--- src/design/psa_pkg.sv ---
`default_nettype none
// ----------------------------------------------------------------------------
// Packet slot allocator package
// Shared field widths, action and status codes, and register map constants.
// ----------------------------------------------------------------------------
package psa_pkg;

  // Payload field widths.
  localparam int unsigned ACTION_W = 2;
  localparam int unsigned HANDLE_W = 32;
  localparam int unsigned SLOT_W   = 6;
  localparam int unsigned STATUS_W = 2;

  // Configuration port widths.
  localparam int unsigned APB_AW = 3;
  localparam int unsigned APB_DW = 32;

  // Register map: byte address of each register.
  localparam logic [APB_AW-1:0] ADDR_CONSUMER_EN = 3'd0;

  // Requested operation of one input transaction.
  typedef enum logic [ACTION_W-1:0] {
    ACT_ENQUEUE = 2'd0,
    ACT_DEQUEUE = 2'd1,
    ACT_RELEASE = 2'd2
  } action_e;

  // Outcome reported with each result transaction.
  typedef enum logic [STATUS_W-1:0] {
    ST_DONE    = 2'd0,
    ST_REFUSED = 2'd1,
    ST_EMPTY   = 2'd2
  } status_e;

endpackage : psa_pkg
`default_nettype wire

--- src/design/psa_if.sv ---
`default_nettype none
// ----------------------------------------------------------------------------
// Packet slot allocator channel interfaces
// Valid/ready channels for action transactions and result transactions.
// ----------------------------------------------------------------------------

// Action channel: one request to the allocator.
interface psa_in_if import psa_pkg::*; ();
  logic                valid;
  logic                ready;
  logic [ACTION_W-1:0] action;
  logic [HANDLE_W-1:0] packet_handle;
  logic [SLOT_W-1:0]   release_slot;

  modport source (output valid, action, packet_handle, release_slot, input ready);
  modport sink   (input valid, action, packet_handle, release_slot, output ready);
endinterface : psa_in_if

// Result channel: one answer per action.
interface psa_out_if import psa_pkg::*; ();
  logic                valid;
  logic                ready;
  logic [STATUS_W-1:0] status;
  logic [SLOT_W-1:0]   slot_out;
  logic [HANDLE_W-1:0] handle_out;

  modport source (output valid, status, slot_out, handle_out, input ready);
  modport sink   (input valid, status, slot_out, handle_out, output ready);
endinterface : psa_out_if
`default_nettype wire

--- src/design/psa_cfg_regs.sv ---
`default_nettype none
// ----------------------------------------------------------------------------
// Packet slot allocator configuration registers
// APB-style register file holding the consumer enable bit.
// ----------------------------------------------------------------------------
module psa_cfg_regs import psa_pkg::*; (
  input  wire logic              clk_i,
  input  wire logic              rst_ni,
  input  wire logic              psel,
  input  wire logic              penable,
  input  wire logic              pwrite,
  input  wire logic [APB_AW-1:0] paddr,
  input  wire logic [APB_DW-1:0] pwdata,
  output logic      [APB_DW-1:0] prdata,
  output logic                   pready,
  output logic                   consumer_en_o
);

  logic consumer_en_q;
  logic consumer_en_d;
  logic wr_en;

  // The port never inserts wait states.
  assign pready = 1'b1;

  // A write completes in the access phase.
  assign wr_en = psel && penable && pwrite && pready;

  always_comb begin
    consumer_en_d = consumer_en_q;
    if (wr_en && (paddr == ADDR_CONSUMER_EN)) begin
      consumer_en_d = pwdata[0];
    end
  end

  always_ff @(posedge clk_i or negedge rst_ni) begin
    if (!rst_ni) begin
      consumer_en_q <= 1'b0;
    end else begin
      consumer_en_q <= consumer_en_d;
    end
  end

  // Read data for the addressed register; unmapped addresses read as zero.
  always_comb begin
    prdata = '0;
    if (paddr == ADDR_CONSUMER_EN) begin
      prdata = {{(APB_DW-1){1'b0}}, consumer_en_q};
    end
  end

  assign consumer_en_o = consumer_en_q;

endmodule : psa_cfg_regs
`default_nettype wire

--- src/design/packet_slot_allocator_fifo.sv ---
`default_nettype none
// ----------------------------------------------------------------------------
// Packet slot allocator with free-slot stack and in-order queue
// Hands out slot IDs from a LIFO free stack, stores packet handles per slot
// and returns slots in arrival order.
// ----------------------------------------------------------------------------
// Usage:
//   in_if carries one action per transaction: enqueue a packet handle,
//   dequeue the oldest slot, or release a slot ID back to the free stack.
//   out_if returns exactly one result transaction per action, in order.
//   The APB port holds the consumer enable bit; enqueues are refused while
//   it is clear.
// Sequencing:
//   One action is processed at a time. Results of enqueue, release, refused
//   and empty actions are registered from S_EXEC; a dequeue also passes
//   S_HREAD, since the slot ID read from the queue memory addresses the
//   handle memory in a second dependent read. A new action is accepted
//   only in S_IDLE, once the previous result has entered the result register.
// Reset:
//   All slots are free at once, with the highest ID handed out first; no
//   clearing pass runs. A low-water mark on the stack depth tells which
//   stack entries were never written and so stand for their own index.
// Stall:
//   The result register holds its transaction while out_if.ready is low;
//   the next action is still accepted and waits for the register to free.
// ----------------------------------------------------------------------------
module packet_slot_allocator_fifo import psa_pkg::*; #(
  parameter int unsigned SLOTS = 64
) (
  input  wire logic              clk_i,
  input  wire logic              rst_ni,
  psa_in_if.sink                 in_if,
  psa_out_if.source              out_if,
  input  wire logic              psel,
  input  wire logic              penable,
  input  wire logic              pwrite,
  input  wire logic [APB_AW-1:0] paddr,
  input  wire logic [APB_DW-1:0] pwdata,
  output logic      [APB_DW-1:0] prdata,
  output logic                   pready
);

  localparam int unsigned IW = $clog2(SLOTS);
  localparam int unsigned CW = $clog2(SLOTS + 1);
  localparam logic [CW-1:0] FULL_CNT = CW'(SLOTS);
  localparam logic [IW-1:0] LAST_POS = IW'(SLOTS - 1);

  typedef enum logic [1:0] {
    S_IDLE,
    S_EXEC,
    S_HREAD
  } state_e;

  // Control state.
  state_e        state_q, state_d;
  logic [CW-1:0] free_cnt_q, free_cnt_d;
  logic [CW-1:0] mark_q, mark_d;
  logic [IW-1:0] head_q, head_d;
  logic [IW-1:0] tail_q, tail_d;
  logic [CW-1:0] fifo_cnt_q, fifo_cnt_d;
  logic          out_valid_q, out_valid_d;

  // Captured transaction and result payload.
  logic [ACTION_W-1:0] action_q;
  logic [HANDLE_W-1:0] handle_q;
  logic [SLOT_W-1:0]   rel_q;
  logic [IW-1:0]       id_q, id_d;
  logic [STATUS_W-1:0] status_q, status_d;
  logic [SLOT_W-1:0]   slot_q, slot_d;
  logic [HANDLE_W-1:0] hout_q, hout_d;

  // Memories and their registered read data.
  logic [IW-1:0]       stack_mem [SLOTS];
  logic [IW-1:0]       fifo_mem [SLOTS];
  logic [HANDLE_W-1:0] handle_mem [SLOTS];
  logic [IW-1:0]       stack_rd_q;
  logic [IW-1:0]       fifo_rd_q;
  logic [HANDLE_W-1:0] handle_rd_q;

  // Memory access controls.
  logic          in_acc;
  logic          out_free;
  logic          consumer_en;
  logic [IW-1:0] stack_raddr;
  logic          stack_we;
  logic [IW-1:0] stack_waddr;
  logic [IW-1:0] stack_wdata;
  logic          fifo_we;
  logic          handle_we;
  logic          handle_re;
  logic [IW-1:0] pop_pos;
  logic [IW-1:0] pop_id;
  logic          enq_ok;
  logic          rel_ok;

  // Configuration registers.
  psa_cfg_regs u_cfg (
    .clk_i         (clk_i),
    .rst_ni        (rst_ni),
    .psel          (psel),
    .penable       (penable),
    .pwrite        (pwrite),
    .paddr         (paddr),
    .pwdata        (pwdata),
    .prdata        (prdata),
    .pready        (pready),
    .consumer_en_o (consumer_en)
  );

  // Handshakes.
  assign in_if.ready = (state_q == S_IDLE);
  assign in_acc      = in_if.valid && in_if.ready;
  assign out_free    = !out_valid_q || out_if.ready;

  // Stack top position, and the ID it holds: entries below the low-water
  // mark were never written and stand for their own index.
  assign stack_raddr = IW'(free_cnt_q - CW'(1));
  assign pop_pos     = stack_raddr;
  assign pop_id      = ({1'b0, free_cnt_q} <= {1'b0, mark_q}) ? pop_pos : stack_rd_q;

  assign enq_ok = consumer_en && (free_cnt_q != '0) && (fifo_cnt_q != FULL_CNT);
  assign rel_ok = (free_cnt_q != FULL_CNT) && (32'(rel_q) < 32'(SLOTS));

  assign stack_waddr = IW'(free_cnt_q);
  assign stack_wdata = IW'(rel_q);

  // Next-state and result logic.
  always_comb begin
    state_d     = state_q;
    free_cnt_d  = free_cnt_q;
    mark_d      = mark_q;
    head_d      = head_q;
    tail_d      = tail_q;
    fifo_cnt_d  = fifo_cnt_q;
    out_valid_d = out_valid_q && !out_if.ready;
    id_d        = id_q;
    status_d    = status_q;
    slot_d      = slot_q;
    hout_d      = hout_q;
    stack_we    = 1'b0;
    fifo_we     = 1'b0;
    handle_we   = 1'b0;
    handle_re   = 1'b0;

    case (state_q)
      S_IDLE: begin
        if (in_acc) begin
          state_d = S_EXEC;
        end
      end

      S_EXEC: begin
        if (out_free) begin
          state_d     = S_IDLE;
          out_valid_d = 1'b1;
          status_d    = ST_DONE;
          slot_d      = '0;
          hout_d      = '0;
          case (action_q)
            ACT_ENQUEUE: begin
              if (enq_ok) begin
                handle_we  = 1'b1;
                fifo_we    = 1'b1;
                free_cnt_d = free_cnt_q - CW'(1);
                if (free_cnt_d < mark_q) begin
                  mark_d = free_cnt_d;
                end
                tail_d     = (tail_q == LAST_POS) ? '0 : tail_q + IW'(1);
                fifo_cnt_d = fifo_cnt_q + CW'(1);
                slot_d     = SLOT_W'(pop_id);
              end else begin
                status_d = ST_REFUSED;
              end
            end
            ACT_DEQUEUE: begin
              if (fifo_cnt_q == '0) begin
                status_d = ST_EMPTY;
              end else begin
                // Second read: the handle of the slot at the queue head.
                handle_re   = 1'b1;
                id_d        = fifo_rd_q;
                head_d      = (head_q == LAST_POS) ? '0 : head_q + IW'(1);
                fifo_cnt_d  = fifo_cnt_q - CW'(1);
                state_d     = S_HREAD;
                out_valid_d = out_valid_q && !out_if.ready;
              end
            end
            ACT_RELEASE: begin
              if (rel_ok) begin
                stack_we   = 1'b1;
                free_cnt_d = free_cnt_q + CW'(1);
              end
            end
            default: begin
            end
          endcase
        end
      end

      S_HREAD: begin
        if (out_free) begin
          state_d     = S_IDLE;
          out_valid_d = 1'b1;
          status_d    = ST_DONE;
          slot_d      = SLOT_W'(id_q);
          hout_d      = handle_rd_q;
        end
      end

      default: begin
        state_d = S_IDLE;
      end
    endcase
  end

  // Control registers.
  always_ff @(posedge clk_i or negedge rst_ni) begin
    if (!rst_ni) begin
      state_q     <= S_IDLE;
      free_cnt_q  <= FULL_CNT;
      mark_q      <= FULL_CNT;
      head_q      <= '0;
      tail_q      <= '0;
      fifo_cnt_q  <= '0;
      out_valid_q <= 1'b0;
    end else begin
      state_q     <= state_d;
      free_cnt_q  <= free_cnt_d;
      mark_q      <= mark_d;
      head_q      <= head_d;
      tail_q      <= tail_d;
      fifo_cnt_q  <= fifo_cnt_d;
      out_valid_q <= out_valid_d;
    end
  end

  // Payload registers.
  always_ff @(posedge clk_i) begin
    if (in_acc) begin
      action_q <= in_if.action;
      handle_q <= in_if.packet_handle;
      rel_q    <= in_if.release_slot;
    end
    id_q     <= id_d;
    status_q <= status_d;
    slot_q   <= slot_d;
    hout_q   <= hout_d;
  end

  // Free stack memory.
  always_ff @(posedge clk_i) begin
    if (stack_we) begin
      stack_mem[stack_waddr] <= stack_wdata;
    end
    if (in_acc) begin
      stack_rd_q <= stack_mem[stack_raddr];
    end
  end

  // Order queue memory.
  always_ff @(posedge clk_i) begin
    if (fifo_we) begin
      fifo_mem[tail_q] <= pop_id;
    end
    if (in_acc) begin
      fifo_rd_q <= fifo_mem[head_q];
    end
  end

  // Packet handle memory.
  always_ff @(posedge clk_i) begin
    if (handle_we) begin
      handle_mem[pop_id] <= handle_q;
    end
    if (handle_re) begin
      handle_rd_q <= handle_mem[fifo_rd_q];
    end
  end

  // Result channel.
  assign out_if.valid      = out_valid_q;
  assign out_if.status     = status_q;
  assign out_if.slot_out   = slot_q;
  assign out_if.handle_out = hout_q;

`ifndef SYNTHESIS
  a_free_cnt_range: assert property (@(posedge clk_i) disable iff (!rst_ni)
    free_cnt_q <= FULL_CNT)
    else $error("Free stack depth exceeds the slot count.");

  a_fifo_cnt_range: assert property (@(posedge clk_i) disable iff (!rst_ni)
    fifo_cnt_q <= FULL_CNT)
    else $error("Queue occupancy exceeds the slot count.");

  a_mark_below_depth: assert property (@(posedge clk_i) disable iff (!rst_ni)
    mark_q <= free_cnt_q)
    else $error("Stack low-water mark lies above the stack depth.");

  a_empty_ptrs: assert property (@(posedge clk_i) disable iff (!rst_ni)
    (fifo_cnt_q == '0) |-> (head_q == tail_q))
    else $error("Empty queue with head and tail apart.");

  a_one_at_a_time: assert property (@(posedge clk_i) disable iff (!rst_ni)
    in_acc |=> ((state_q == S_EXEC) && !in_if.ready))
    else $error("Accepted action did not start execution alone.");
`endif

endmodule : packet_slot_allocator_fifo
`default_nettype wire

--- src/flat_wrapper.sv ---
// flat-port wrapper written by rule: the top's interface ports become plain ports
module packet_slot_allocator_fifo_flat import psa_pkg::*;
#(
  parameter int unsigned SLOTS = 64
)
  (clk_i, rst_ni, psel, penable, pwrite, paddr, pwdata, prdata, pready, in_if_valid, in_if_action, in_if_packet_handle, in_if_release_slot, in_if_ready, out_if_valid, out_if_status, out_if_slot_out, out_if_handle_out, out_if_ready);
  psa_in_if in_if_i ();
  psa_out_if out_if_i ();
  input  wire logic clk_i;
  input  wire logic rst_ni;
  input  wire logic psel;
  input  wire logic penable;
  input  wire logic pwrite;
  input  wire logic [APB_AW-1:0] paddr;
  input  wire logic [APB_DW-1:0] pwdata;
  output logic      [APB_DW-1:0] prdata;
  output logic pready;
  input wire logic [$bits(in_if_i.valid)-1:0] in_if_valid;
  input wire logic [$bits(in_if_i.action)-1:0] in_if_action;
  input wire logic [$bits(in_if_i.packet_handle)-1:0] in_if_packet_handle;
  input wire logic [$bits(in_if_i.release_slot)-1:0] in_if_release_slot;
  output wire logic [$bits(in_if_i.ready)-1:0] in_if_ready;
  output wire logic [$bits(out_if_i.valid)-1:0] out_if_valid;
  output wire logic [$bits(out_if_i.status)-1:0] out_if_status;
  output wire logic [$bits(out_if_i.slot_out)-1:0] out_if_slot_out;
  output wire logic [$bits(out_if_i.handle_out)-1:0] out_if_handle_out;
  input wire logic [$bits(out_if_i.ready)-1:0] out_if_ready;
  assign in_if_i.valid = in_if_valid;
  assign in_if_i.action = in_if_action;
  assign in_if_i.packet_handle = in_if_packet_handle;
  assign in_if_i.release_slot = in_if_release_slot;
  assign in_if_ready = in_if_i.ready;
  assign out_if_valid = out_if_i.valid;
  assign out_if_status = out_if_i.status;
  assign out_if_slot_out = out_if_i.slot_out;
  assign out_if_handle_out = out_if_i.handle_out;
  assign out_if_i.ready = out_if_ready;
  packet_slot_allocator_fifo #(.SLOTS(SLOTS)) u_core (.clk_i(clk_i), .rst_ni(rst_ni), .in_if(in_if_i), .out_if(out_if_i), .psel(psel), .penable(penable), .pwrite(pwrite), .paddr(paddr), .pwdata(pwdata), .prdata(prdata), .pready(pready));
endmodule
--- config.mk ---
export PLATFORM = sky130hd
export DESIGN_NAME = packet_slot_allocator_fifo_flat
export DESIGN_NICKNAME = d
export VERILOG_FILES = /design/src/design/psa_pkg.sv /design/src/design/psa_if.sv /design/src/design/psa_cfg_regs.sv /design/src/design/packet_slot_allocator_fifo.sv /design/src/flat_wrapper.sv
export SDC_FILE = /design/constraint.sdc
export NUM_CORES = 2
export LEC_CHECK = 0
export ABC_AREA = 1
export BUFFER_PORTS_ARGS = -buffer_cell sky130_fd_sc_hd__buf_2
export CAP_MARGIN = 20
export CORE_ASPECT_RATIO = 2
export CORE_UTILIZATION = 40
export DETAILED_ROUTE_END_ITERATION = 8
export PLACE_DENSITY = 0.58
export SYNTH_ARGS = -nofsm -noshare
export SYNTH_HDL_FRONTEND = slang
export SYNTH_SLANG_ARGS = --single-unit
--- constraint.sdc ---
create_clock -name clk_i -period 13.85 [get_ports clk_i]
set_input_delay 0 -clock clk_i [delete_from_list [all_inputs] [get_ports clk_i]]
set_output_delay 0 -clock clk_i [all_outputs]
set_load 0.01 [all_outputs]
==> reports/results.ini <==
[outcome]
status = finished, final reports clean

[route]
drt-initial-drc-count = 7107
antenna_left = 0
routed_wl_um = 334000
drc_errors = 0
vias_per_cell = 5.42
dr.pass1.iters = 6
vias = 77269
drt-wirelength-per-cell_um = 23.4

[sta]
timing.final.ws_setup_ns = 7.69
skew_ns = 0.0556
final-setup-viol-count = 0
timing.final.max_slew_violations = 0
fin_crit_ns = 6.16
fmax_ghz = 0.162
rsz0062_at_grt = false
relSlewSlack = 0.195
timing_hold_violations_final = 0
worst_slew_pin_slew_ns = 1.21
setup_tns_ns = 0
fin_crit_sh = 0.445

[floorplan]
rows = 284
initial_core_util = 0.402
die_w_um = 390
io_pins = 157
die-area_mm2 = 0.303
die_height_um = 778
core_area_mm2 = 0.299

[cts]
clk_path_buf_depth = 4
cts_tree = yes
insertion_delay_ns = 0.88
numCtsBuffers = 279
cts_root_buffer = clkbuf_16
cts_sinks = 2983
cts_max_level = 5
clk_pin_slew_ns = 0.07

[power]
cellLeakagePower_nw = 46.6
p_per_area_mw_per_mm2 = 217
peakVddDrop_mv = 0.300
power.total_mw = 29.3

[critical_path]
cp.arrival_ns = 6.64
critPathRequiredTime_ns = 14.33
reg2regPathDepth = 11
worst_r2r_endpoint = u_core.handle_mem[14][18]
path_class = flip-flop to flip-flop
crit_path_max_incr_delay_ns = 0.88
end_kind = flip-flop
r2r_slack_ns = 7.69
endpoint = u_core.handle_mem[14][18]
worst-path-buf-inv = 5
cp_max_fo = 109
crit_family = buffers and inverters
cp-startpoint = u_core.free_cnt_q[0]
cp_slowest_cell = nand3_1
worstPathCellList = inv_4, buf_4, nand2_2, xor2_4, inv_2, nand2_1, nand2_2, buf_4, nand3_1, nor2_4, buf_4
start_kind = flip-flop
crit-reg2reg-launch = u_core.free_cnt_q[0]
cp_common_cell = buf_4
worst-path-stages = 11

[synthesis]
yosysMostFrequentCell = edfxtp_1
syn-cell-area_mm2 = 0.120
yosys.area_share.simple = 0.204
synth-seq-cells = 2983
async_reset_ff_frac = 0.0124
synth-compound-area-share = 0.0209
synthTopCellsByArea = edfxtp_1 (73%), nand3_1 (9.2%), nand2_1 (8.0%)
ys.flop_type = edfxtp_1
synth_cell_types = 45
yosysTopAreaCell = edfxtp_1
muxShareOfSynthArea = 0
ys_top_cells_by_count = edfxtp_1 (2946), nand2_1 (2567), nand3_1 (2207)
synth_edf_count = 2946
synth-xor-area-share = 0.00154
seq_area_frac_synth = 0.743
synthCells = 10026
synth_top_family_by_area = simple AND/OR/NAND/NOR gates
synth_top_area_share = 0.735
synthAdderAreaFrac = 0.00276
ys.warnings.count = 0
synth.avg_cell_area_um2 = 12.0

[placement]
place_hpwl_um = 187000
numPortBuffers = 93
place_area_mm2 = 0.125
dp.cells = 13679
gp_congestion = 0.834
dp_slack_ns = 7.67

[grt]
grt_overflow = 0
grt_pass1_wl_um = 488000
grt_pass1_vias = 76380
antenna_found_initial = 13
grt_max_degree = 191
grt_usage = 0.216

[layout]
drive_gt1_frac = 0.0774
final_nets = 10158
final_area_mm2 = 0.135
areaGrowthSynthToFinish_pct = 12.2
final_cells = 14263
fillerInstances = 26721

[job]
drv_cap = 0

[min_path]
min_path_type = input port to flip-flop

==> metrics by stage <==
| stage | hold WS (ns) | utilization |
|---|---|---|
| after floorplan | -0.296 | - |
| after global placement | 0.177 | 0.418 |
| after detailed placement | 0.178 | 0.418 |
| after CTS | 0.000282 | 0.451 |
| after global routing | 0.00599 | 0.451 |
| final | 0.00748 | 0.451 |
==> layer usage <==
layer / up-vias / GRT usage / wire, µm
met5: - / 0 / 0
li1: 35440 / - / -
met3: 754 / 0.0234 / 17600
met1: 38304 / 0.242 / 119000
met4: 0 / 0.104 / 17100
met2: 2771 / 0.404 / 179000
==> cells by family after synthesis <==
family                   count (synthesis)
AO/OA/AOI/OAI                          475
AND/OR/NAND/NOR                       5729
adder cells (fa/ha/maj)                 26
buffers and inverters                  792
XOR/XNOR                                19
other                                    2
flip-flops                            2983
==> worst reg2reg max path, stage by stage (launching register included) <==
cell and delay, ns:
dfrtp_4 0.74, inv_4 0.21, buf_4 0.80, nand2_2 0.53, xor2_4 0.27, inv_2 0.49, nand2_1 0.15, nand2_2 0.08
buf_4 0.64, nand3_1 0.89, nor2_4 0.31, buf_4 0.59
==> timing repair <==
action,in CTS,in global routing
endpoints found under the hold margin,99,0
hold buffers,93,0
buffers inserted,0,0
gates resized for setup,0,0
==> flip-flops by register name (all words and copies together), names as in the netlist <==
name and count:
u_core.action_q 2, u_core.head_q 6, u_core.mark_q 7, u_core.out_if.slot_out 6, u_core.out_if.handle_out 32, u_core.state_q 2
u_core.out_if.valid 1, u_core.stack_mem 384, u_core.fifo_cnt_q 7, u_core.u_cfg.consumer_en_o 1, u_core.fifo_rd_q 6, u_core.fifo_mem 384
u_core.rel_q 6, u_core.out_if.status 2, u_core.handle_mem 2048, u_core.free_cnt_q 7, u_core.handle_q 32, u_core.tail_q 6
u_core.id_q 6, u_core.stack_rd_q 6, u_core.handle_rd_q 32
==> power breakdown <==
part           internal, mW  switching (mW)
Sequential             11.0           0.198
Clock                  4.32            3.32
Combinational          2.54            7.83
==> cell type report <==
class	instances	area, µm²	area share
antenna	2	5.00	0.0000371
clock buffer	347	7500	0.0555
clock inverter	141	1380	0.0102
inverter	140	561	0.00415
multi-input combinational	6281	28300	0.209
sequential	2983	89400	0.662
tap	4004	5010	0.0371
timing repair buffer	365	2900	0.0215
==> worst min path at each step <==
stage / from / end / cells past startpoint
after global placement: in_if_packet_handle[16] / u_core.handle_q[16] / 1
after global routing: in_if_packet_handle[31] / u_core.handle_q[31] / 2
after detailed placement: in_if_release_slot[4] / u_core.rel_q[4] / 1
after floorplan: rst_ni / u_core.fifo_cnt_q[0] / 0
final: in_if_packet_handle[31] / u_core.handle_q[31] / 2
after CTS: in_if_packet_handle[31] / u_core.handle_q[31] / 2
==> placed cells by master, fill, tap and decap left out, types with 5 or more instances in the layout <==
| master | n |
|---|---|
| ha_1 | 23 |
| clkinv_2 | 40 |
| o21ai_0 | 388 |
| xor2_1 | 15 |
| inv_1 | 120 |
| and2_1 | 22 |
| nor3_1 | 6 |
| a21oi_1 | 20 |
| nand2_1 | 2562 |
| nand3_2 | 9 |
| conb_1 | 32 |
| nor2_4 | 73 |
| edfxtp_1 | 2946 |
| clkinv_1 | 53 |
| buf_2 | 95 |
| dfrtp_1 | 32 |
| buf_4 | 166 |
| nand2_2 | 17 |
| nand3b_1 | 8 |
| nor2_1 | 797 |
| dlygate4sd3_1 | 92 |
| or2_2 | 8 |
| clkinvlp_4 | 11 |
| nand3_1 | 2207 |
| nand4_1 | 11 |
| inv_6 | 11 |
| buf_12 | 10 |
| clkbuf_1 | 53 |
| clkbuf_16 | 289 |
| bufinv_16 | 25 |
| clkbuf_8 | 5 |
| o211ai_1 | 46 |
| clkinv_4 | 5 |
| inv_2 | 9 |
| a31oi_1 | 6 |
| o21ai_1 | 7 |
Note: power is estimated with default switching activity, not from simulation.
